### src/hdl/rcfe_pkg.sv
// Shared types, constants and helper functions for the receiver command frame encoder.
package rcfe_pkg;

    // Frame layout constants
    localparam logic [7:0] RCFE_START     = 8'hAA;
    localparam logic [7:0] RCFE_ADDR      = 8'hFF;
    localparam logic [7:0] RCFE_ESC       = 8'h5A;
    localparam int         RCFE_SLOTS     = 7;
    localparam int         RCFE_SLOT_W    = $clog2(RCFE_SLOTS);
    localparam int         RCFE_QUEUE_DEPTH = 2;

    // Special byte values and their escape codes
    localparam logic [7:0] RCFE_SPC_5A = 8'h5A;
    localparam logic [7:0] RCFE_SPC_55 = 8'h55;
    localparam logic [7:0] RCFE_SPC_A5 = 8'hA5;
    localparam logic [7:0] RCFE_SPC_AA = 8'hAA;
    localparam logic [7:0] RCFE_CODE_5A = 8'h00;
    localparam logic [7:0] RCFE_CODE_55 = 8'h01;
    localparam logic [7:0] RCFE_CODE_A5 = 8'h02;
    localparam logic [7:0] RCFE_CODE_AA = 8'h03;

    // Command kinds
    typedef enum logic [2:0] {
        KIND_SET_FREQ  = 3'd0,
        KIND_GET_FREQ  = 3'd1,
        KIND_SET_ATT1  = 3'd2,
        KIND_SET_ATT2  = 3'd3,
        KIND_SET_FILT  = 3'd4
    } t_kind;

    // Size and type bytes per kind
    localparam logic [7:0] SIZE_FREQ = 8'd3;
    localparam logic [7:0] SIZE_GET  = 8'd1;
    localparam logic [7:0] SIZE_BYTE = 8'd2;
    localparam logic [7:0] TYPE_SET_FREQ = 8'd2;
    localparam logic [7:0] TYPE_GET_FREQ = 8'd4;
    localparam logic [7:0] TYPE_SET_ATT1 = 8'd3;
    localparam logic [7:0] TYPE_SET_ATT2 = 8'd7;
    localparam logic [7:0] TYPE_SET_FILT = 8'd6;

    // Input request
    typedef struct packed {
        logic [2:0]  kind;
        logic [15:0] value;
    } t_cmd_in;

    // Output request
    typedef struct packed {
        logic [7:0] frame_byte;
        logic       last_byte;
    } t_frame_out;

    // Classified frame: unstuffed bytes, which ones get stuffed, final slot
    typedef struct packed {
        logic [RCFE_SLOTS-1:0][7:0] slot;
        logic [RCFE_SLOTS-1:0]      stuff;
        logic [RCFE_SLOT_W-1:0]     last_slot;
    } t_frame_desc;

    // Queue write port from front to queue
    typedef struct packed {
        logic        wr_en;
        t_frame_desc desc;
    } t_desc_wr;

    function automatic logic is_special(input logic [7:0] b);
        is_special = (b == RCFE_SPC_5A) || (b == RCFE_SPC_55) ||
                     (b == RCFE_SPC_A5) || (b == RCFE_SPC_AA);
    endfunction

    function automatic logic [7:0] esc_code(input logic [7:0] b);
        logic [7:0] c;
        c = RCFE_CODE_5A;
        if (b == RCFE_SPC_55) begin
            c = RCFE_CODE_55;
        end else if (b == RCFE_SPC_A5) begin
            c = RCFE_CODE_A5;
        end else if (b == RCFE_SPC_AA) begin
            c = RCFE_CODE_AA;
        end
        esc_code = c;
    endfunction

endpackage

### src/hdl/rcfe_front.sv
// Front end: classifies each command request into a frame descriptor.
module rcfe_front
    import rcfe_pkg::*;
(
    input  logic     i_push,
    input  t_cmd_in  i_cmd,
    input  logic     i_q_full,
    output t_desc_wr o_wr
);

    logic [7:0] w_hi;
    logic [7:0] w_lo;
    logic [7:0] w_crc;
    logic       w_known;

    assign w_hi = i_cmd.value[15:8];
    assign w_lo = i_cmd.value[7:0];

    // Build the descriptor; drop unknown kinds
    always_comb begin
        w_known        = 1'b1;
        w_crc          = 8'd0;
        o_wr.desc      = '0;
        o_wr.desc.slot[0] = RCFE_START;
        o_wr.desc.slot[1] = RCFE_ADDR;
        unique case (i_cmd.kind)
            KIND_SET_FREQ: begin
                w_crc = RCFE_ADDR + SIZE_FREQ + TYPE_SET_FREQ + w_hi + w_lo + 8'd1;
                o_wr.desc.slot[2]  = SIZE_FREQ;
                o_wr.desc.slot[3]  = TYPE_SET_FREQ;
                o_wr.desc.slot[4]  = w_hi;
                o_wr.desc.slot[5]  = w_lo;
                o_wr.desc.slot[6]  = w_crc;
                o_wr.desc.stuff[4] = 1'b1;
                o_wr.desc.stuff[5] = 1'b1;
                o_wr.desc.stuff[6] = 1'b1;
                o_wr.desc.last_slot = RCFE_SLOT_W'(6);
            end
            KIND_GET_FREQ: begin
                w_crc = RCFE_ADDR + SIZE_GET + TYPE_GET_FREQ + 8'd1;
                o_wr.desc.slot[2]  = SIZE_GET;
                o_wr.desc.slot[3]  = TYPE_GET_FREQ;
                o_wr.desc.slot[4]  = w_crc;
                o_wr.desc.last_slot = RCFE_SLOT_W'(4);
            end
            KIND_SET_ATT1, KIND_SET_ATT2, KIND_SET_FILT: begin
                o_wr.desc.slot[2] = SIZE_BYTE;
                if (i_cmd.kind == KIND_SET_ATT1) begin
                    o_wr.desc.slot[3] = TYPE_SET_ATT1;
                end else if (i_cmd.kind == KIND_SET_ATT2) begin
                    o_wr.desc.slot[3] = TYPE_SET_ATT2;
                end else begin
                    o_wr.desc.slot[3] = TYPE_SET_FILT;
                end
                w_crc = RCFE_ADDR + SIZE_BYTE + o_wr.desc.slot[3] + w_lo + 8'd1;
                o_wr.desc.slot[4]  = w_lo;
                o_wr.desc.slot[5]  = w_crc;
                o_wr.desc.stuff[5] = 1'b1;
                o_wr.desc.last_slot = RCFE_SLOT_W'(5);
            end
            default: begin
                w_known = 1'b0;
            end
        endcase
        o_wr.wr_en = i_push && !i_q_full && w_known;
    end

endmodule

### src/hdl/rcfe_queue.sv
// Short descriptor queue between front end and byte sequencer.
module rcfe_queue
    import rcfe_pkg::*;
#(
    parameter int DEPTH = RCFE_QUEUE_DEPTH
)
(
    input  logic        i_clk,
    input  logic        i_rst_n,
    input  t_desc_wr    i_wr,
    input  logic        i_rd_en,
    output logic        o_full,
    output logic        o_rd_valid,
    output t_frame_desc o_rd_data
);

    localparam int PTR_W = (DEPTH > 1) ? $clog2(DEPTH) : 1;
    localparam int CNT_W = $clog2(DEPTH + 1);

    t_frame_desc        r_mem [DEPTH];
    logic [PTR_W-1:0]   r_wptr, n_wptr;
    logic [PTR_W-1:0]   r_rptr, n_rptr;
    logic [CNT_W-1:0]   r_count, n_count;
    logic               w_do_wr, w_do_rd;

    assign o_full     = (r_count == CNT_W'(DEPTH));
    assign o_rd_valid = (r_count != '0);
    assign o_rd_data  = r_mem[r_rptr];
    assign w_do_wr    = i_wr.wr_en && !o_full;
    assign w_do_rd    = i_rd_en && o_rd_valid;

    // Advance pointers and count
    always_comb begin
        n_wptr  = r_wptr;
        n_rptr  = r_rptr;
        n_count = r_count;
        if (w_do_wr) begin
            n_wptr = (r_wptr == PTR_W'(DEPTH - 1)) ? '0 : PTR_W'(r_wptr + PTR_W'(1));
        end
        if (w_do_rd) begin
            n_rptr = (r_rptr == PTR_W'(DEPTH - 1)) ? '0 : PTR_W'(r_rptr + PTR_W'(1));
        end
        if (w_do_wr && !w_do_rd) begin
            n_count = CNT_W'(r_count + CNT_W'(1));
        end else if (!w_do_wr && w_do_rd) begin
            n_count = CNT_W'(r_count - CNT_W'(1));
        end
    end

    always_ff @(posedge i_clk) begin
        if (!i_rst_n) begin
            r_wptr  <= '0;
            r_rptr  <= '0;
            r_count <= '0;
        end else begin
            r_wptr  <= n_wptr;
            r_rptr  <= n_rptr;
            r_count <= n_count;
        end
    end

    // Store entries
    always_ff @(posedge i_clk) begin
        if (w_do_wr) begin
            r_mem[r_wptr] <= i_wr.desc;
        end
    end

endmodule

### src/hdl/rcfe_back.sv
// Back end: walks a descriptor, inserts escapes and drives the output register.
module rcfe_back
    import rcfe_pkg::*;
(
    input  logic        i_clk,
    input  logic        i_rst_n,
    input  logic        i_q_valid,
    input  t_frame_desc i_desc,
    output logic        o_q_pop,
    input  logic        i_pop,
    output logic        o_empty,
    output t_frame_out  o_frame
);

    logic [RCFE_SLOT_W-1:0] r_idx, n_idx;
    logic                   r_esc, n_esc;
    logic                   r_out_valid, n_out_valid;
    t_frame_out             r_out, n_out;
    logic [7:0]             w_cur;
    logic                   w_needs_esc;
    logic                   w_last;
    logic                   w_emit;

    assign w_cur       = i_desc.slot[r_idx];
    assign w_needs_esc = i_desc.stuff[r_idx] && is_special(w_cur);
    assign w_last      = (r_idx == i_desc.last_slot) && (!w_needs_esc || r_esc);
    assign w_emit      = i_q_valid && (!r_out_valid || i_pop);
    assign o_q_pop     = w_emit && w_last;
    assign o_empty     = !r_out_valid;
    assign o_frame     = r_out;

    // Pick the next byte and advance the slot walk
    always_comb begin
        n_idx       = r_idx;
        n_esc       = r_esc;
        n_out_valid = r_out_valid;
        n_out       = r_out;
        if (w_emit) begin
            n_out_valid      = 1'b1;
            n_out.last_byte  = w_last;
            if (w_needs_esc && !r_esc) begin
                n_out.frame_byte = RCFE_ESC;
                n_esc            = 1'b1;
            end else begin
                n_out.frame_byte = w_needs_esc ? esc_code(w_cur) : w_cur;
                n_esc            = 1'b0;
                n_idx            = w_last ? '0 : RCFE_SLOT_W'(r_idx + RCFE_SLOT_W'(1));
            end
        end else if (i_pop) begin
            n_out_valid = 1'b0;
        end
    end

    always_ff @(posedge i_clk) begin
        if (!i_rst_n) begin
            r_idx       <= '0;
            r_esc       <= 1'b0;
            r_out_valid <= 1'b0;
        end else begin
            r_idx       <= n_idx;
            r_esc       <= n_esc;
            r_out_valid <= n_out_valid;
        end
    end

    // Hold output payload
    always_ff @(posedge i_clk) begin
        r_out <= n_out;
    end

endmodule

### src/hdl/receiver_command_frame_encoder.sv
// Top level of the receiver command frame encoder.
//
//  channel  | direction | handshake          | payload
//  ---------+-----------+--------------------+-----------------------------
//  command  | in        | push / full        | i_cmd   (kind, value)
//  frame    | out       | empty / pop        | o_frame (frame_byte, last_byte)
//
// One frame byte leaves per cycle while pop is held; each frame, 5 to 10 bytes
// long, comes from the single byte sequencer in the back end.
// When all is idle, the first frame byte of an accepted command passes through
// the descriptor queue and then the output register before it shows on the output.
// Commands of unknown kind are accepted and dropped without any output.
// The descriptor queue lets the front take new commands while the back stalls.
// Reset is synchronous, active low, and empties queue and output register.
module receiver_command_frame_encoder
    import rcfe_pkg::*;
#(
    parameter int QUEUE_DEPTH = RCFE_QUEUE_DEPTH
)
(
    input  logic       i_clk,
    input  logic       i_rst_n,
    input  logic       push,
    output logic       full,
    input  t_cmd_in    i_cmd,
    output logic       empty,
    input  logic       pop,
    output t_frame_out o_frame
);

    t_desc_wr    w_wr;
    logic        w_q_full;
    logic        w_q_valid;
    logic        w_q_pop;
    t_frame_desc w_q_data;

    assign full = w_q_full;

    // Classify requests
    rcfe_front u_front (
        .i_push   (push),
        .i_cmd    (i_cmd),
        .i_q_full (w_q_full),
        .o_wr     (w_wr)
    );

    // Buffer descriptors
    rcfe_queue #(
        .DEPTH (QUEUE_DEPTH)
    ) u_queue (
        .i_clk      (i_clk),
        .i_rst_n    (i_rst_n),
        .i_wr       (w_wr),
        .i_rd_en    (w_q_pop),
        .o_full     (w_q_full),
        .o_rd_valid (w_q_valid),
        .o_rd_data  (w_q_data)
    );

    // Emit frame bytes
    rcfe_back u_back (
        .i_clk     (i_clk),
        .i_rst_n   (i_rst_n),
        .i_q_valid (w_q_valid),
        .i_desc    (w_q_data),
        .o_q_pop   (w_q_pop),
        .i_pop     (pop),
        .o_empty   (empty),
        .o_frame   (o_frame)
    );

endmodule

### config.mk
export PLATFORM = sky130hd
export DESIGN_NAME = receiver_command_frame_encoder
export DESIGN_NICKNAME = d
export VERILOG_FILES = /design/src/hdl/rcfe_pkg.sv /design/src/hdl/rcfe_front.sv /design/src/hdl/rcfe_queue.sv /design/src/hdl/rcfe_back.sv /design/src/hdl/receiver_command_frame_encoder.sv
export SDC_FILE = /design/constraint.sdc
export NUM_CORES = 1
export LEC_CHECK = 0
export BUFFER_PORTS_ARGS = -buffer_cell sky130_fd_sc_hd__buf_2
export CORE_MARGIN = 8
export CORE_UTILIZATION = 60
export DETAILED_ROUTE_END_ITERATION = 10
export PLACE_DENSITY = 0.8
export SLEW_MARGIN = 0
export SYNTH_ARGS = -nofsm -noshare
export SYNTH_HDL_FRONTEND = slang
export SYNTH_SLANG_ARGS = --single-unit
### constraint.sdc
create_clock -name i_clk -period 3.4 [get_ports i_clk]
set_input_delay 0.68 -clock i_clk [delete_from_list [all_inputs] [get_ports i_clk]]
set_output_delay 0.68 -clock i_clk [all_outputs]
set_load 0.01 [all_outputs]
==> results.yml <==
clock_network:
  cts_made_buffers: 9
  cts.sinks: 81
  post_cts_buffers: 0
  cts_root_buf: "clkbuf_8"
  htreeDepth: 3
  path_clk_slew_ns: 0.09
  clkLatencyLatePin_ns: 0.35
  clockBufferDepth: 2
  holdBufCountCts: 0
  cts_resized: 0
  cts_tree: "done"
drt:
  wl_per_cell_um: 16.48
  drc_errors: 0
  vias: 2777
  routed_wl_um: 7695
  drtPass1Iterations: 5
  drt_iter0_markers: 158
  vias_per_cell: 5.946
  antenna_left: 0
synthesis:
  yosys.area.top_type: "edfxtp_1"
  synthArstFlopShare_pct: 0
  syn_area_per_cell_um2: 12.41
  netlist_instances: 333
  yosys.area.top_type_share_pct: 51.61
  synth_edf_count: 71
  yosys_most_used_dff: "edfxtp_1"
  synth_area_leaders: "edfxtp_1 52%, ha_1 6.4%, mux2i_1 6.3%"
  syn-cell-area_um2: 4131
  synth.distinct_cells: 41
  yosysWarnings: 0
  synth-seq-cells: 81
  ys_seq_area_share_pct: 56.45
  synth_nets: 378
floorplanning:
  core_um2: 6719
  start_util_pct: 61.49
  num_rows: 30
  io_pins: 34
  fp.dieW_um: 98.98
  dieArea_um2: 9797
  die_h_um: 98.98
timing:
  slew_violations: 0
  finalCritPeriodShare_pct: 93.37
  layout_min_cycle_time_ns: 3.174
  fmax_mhz: 315.0
  maxSlewHeadroom_pct: 59.48
  fin_skew_ns: 0.009912
  setup_tns_ns: 0
  hold_viol: 0
  holdWs_ns: 0.5017
  final-setup-viol-count: 0
  tightest_slew_ns: 0.6079
  rsz0062_at_grt: "no"
critical_path:
  cp_slowest_stage_delay_ns: 0.50
  path_cells: "buf_4 -> mux4_2 -> and2_0 -> o211a_1 -> nor4_4 -> o221ai_2 -> o211a_1 -> inv_1 -> ha_1 -> or3_1 -> a21oi_1"
  cp_top_family: "compound AO/OA/AOI/OAI gates"
  cp-end-kind: "flop"
  path_common_cell: "o211a_1"
  required_ns: 3.70
  worstPathArrival_ns: 3.47
  crit_type: "reg2reg"
  reg2reg_slack_ns: 0.23
  crit_buf_inv: 2
  crit_slowest_cell: "mux4_2"
  cp-start-kind: "flop"
  crit_fanout: 6
power:
  power_leakage_uw: 0.001754
  sw_frac_of_total_pct: 30.86
  power_density_nw_per_um2: 583.0
  vdd_drop_max_uv: 229.7
  power_frac_seq_pct: 47.7
  p_sw_uw: 835.2
  p_comb_share_pct: 29.1
  p_int_uw: 1872
  power_uw: 2707
  clkPwrFrac_pct: 23.2
global_route:
  track_usage_pct: 16.47
  grt_pass1_vias: 2687
  overflow: 0
  antenna_found_initial: 0
  grt_pass1_wl_um: 12700
  grt_max_degree: 32
layout:
  utilization_pct: 69.11
  diodes: 0
  fillers: 449
  final_cell_mix: "71 x edfxtp_1, 33 x buf_2, 26 x mux2i_1, 23 x inv_1, 23 x nor2_1"
  nets: 427
  syn_to_final_growth_pct: 12.39
  final_common_cell: "edfxtp_1"
  drive_above_1_share_pct: 19.64
worst_hold_path:
  hold_path_startpoint: "u_queue.r_rptr$_SDFFE_PN0P_"
  hp-class: "reg2reg"
run_status:
  status: "finished clean"
job:
  maxCapViolCount: 0
placement:
  place_hpwl_um: 5878
  place.gp.congestion: 0.8179
  portBuffers: 33
cells by family after synthesis:
| kind of cell | after synthesis | share of synthesized area, % |
|---|---|---|
| fa+ha+maj | 22 | 6.844 |
| simple gates | 87 | 11.20 |
| compound gates | 66 | 10.45 |
| flops | 81 | 56.45 |
| mux | 31 | 9.025 |
| buf+inv | 33 | 3.271 |
| xor+xnor | 13 | 2.756 |
synth_stat cells (3+ instances only):
master and count:
a21o_1 4, a21oi_1 12, a22o_1 8, a31oi_1 3, and2_1 4, buf_2 3
clkbuf_1 5, dfxtp_1 10, edfxtp_1 71, ha_1 21, inv_1 23, mux2i_1 26
mux4_2 5, nand2_1 19, nand2b_1 7, nand3b_1 3, nor2_1 25, nor2b_1 9
nor3_1 7, o21ai_0 22, o22ai_1 6, or3_1 4, xnor2_1 9, xor2_1 4
area by class of cell:
| cell class | instances | area, um2 | share of cell area [%] |
|---|---|---|---|
| inverter | 23 | 86.33 | 1.859 |
| clock buffer | 10 | 127.6 | 2.749 |
| tap | 80 | 100.1 | 2.156 |
| sequential | 81 | 2332 | 50.23 |
| timing repair buffer | 48 | 277.8 | 5.982 |
| clock inverter | 6 | 50.05 | 1.078 |
| multi-input combinational | 219 | 1669 | 35.95 |
sequential cells by signal, summed over array words and instances, names as in the netlist, named ones only:
register and count:
u_back.o_frame 9, u_back.r_idx 3, u_queue.r_count 2, u_queue.r_mem 62, u_queue.r_rptr 1, u_back.r_esc 1
u_back.r_out_valid 1, u_queue.r_wptr 1
worst register-to-register path, delay by kind of cell (launching register included):
family	cells	cell delay (ns)
DFF	1	0.34
buffers and inverters	2	0.22
AOI/OAI and AO/OA	4	0.93
adders and majority gates	1	0.25
and+or+nand+nor	3	0.87
muxes	1	0.50
routing by layer:
metal / vias to the layer above / global-route usage [%] / part of all wire, %
met5: - / 0 / 0
met4: 0 / 9.799 / 3.1
met3: 20 / 2.889 / 4.6
met2: 94 / 26.35 / 47
met1: 1331 / 20.42 / 45
li1: 1332 / - / -
final timing paths:
path	depth (start not counted)	to
max reg2reg	11	u_queue.r_count[1]$_SDFFE_PN0P_
min reg2reg	2	u_queue.r_rptr$_SDFFE_PN0P_
min	2	u_queue.r_rptr$_SDFFE_PN0P_
max	11	u_queue.r_count[1]$_SDFFE_PN0P_
metrics by stage:
stage,cell area [um2],std cells,setup slack [ns]
after floorplan,4131,333,0.4404
after global placement,4466,451,0.3227
after detailed placement,4466,451,0.2542
after CTS,4643,467,0.2296
after global routing,4643,467,0.03522
final,4643,467,0.2256
power groups by stage:
stage / logic, uW / registers, uW / clock network, uW
final: 787 / 1290 / 628
after global placement: 771 / 1310 / 0
after global routing: 874 / 1300 / 674
after floorplan: 551 / 1310 / 0
after CTS: 791 / 1290 / 641
after detailed placement: 787 / 1310 / 0
Power figures use the tool's default switching activity.
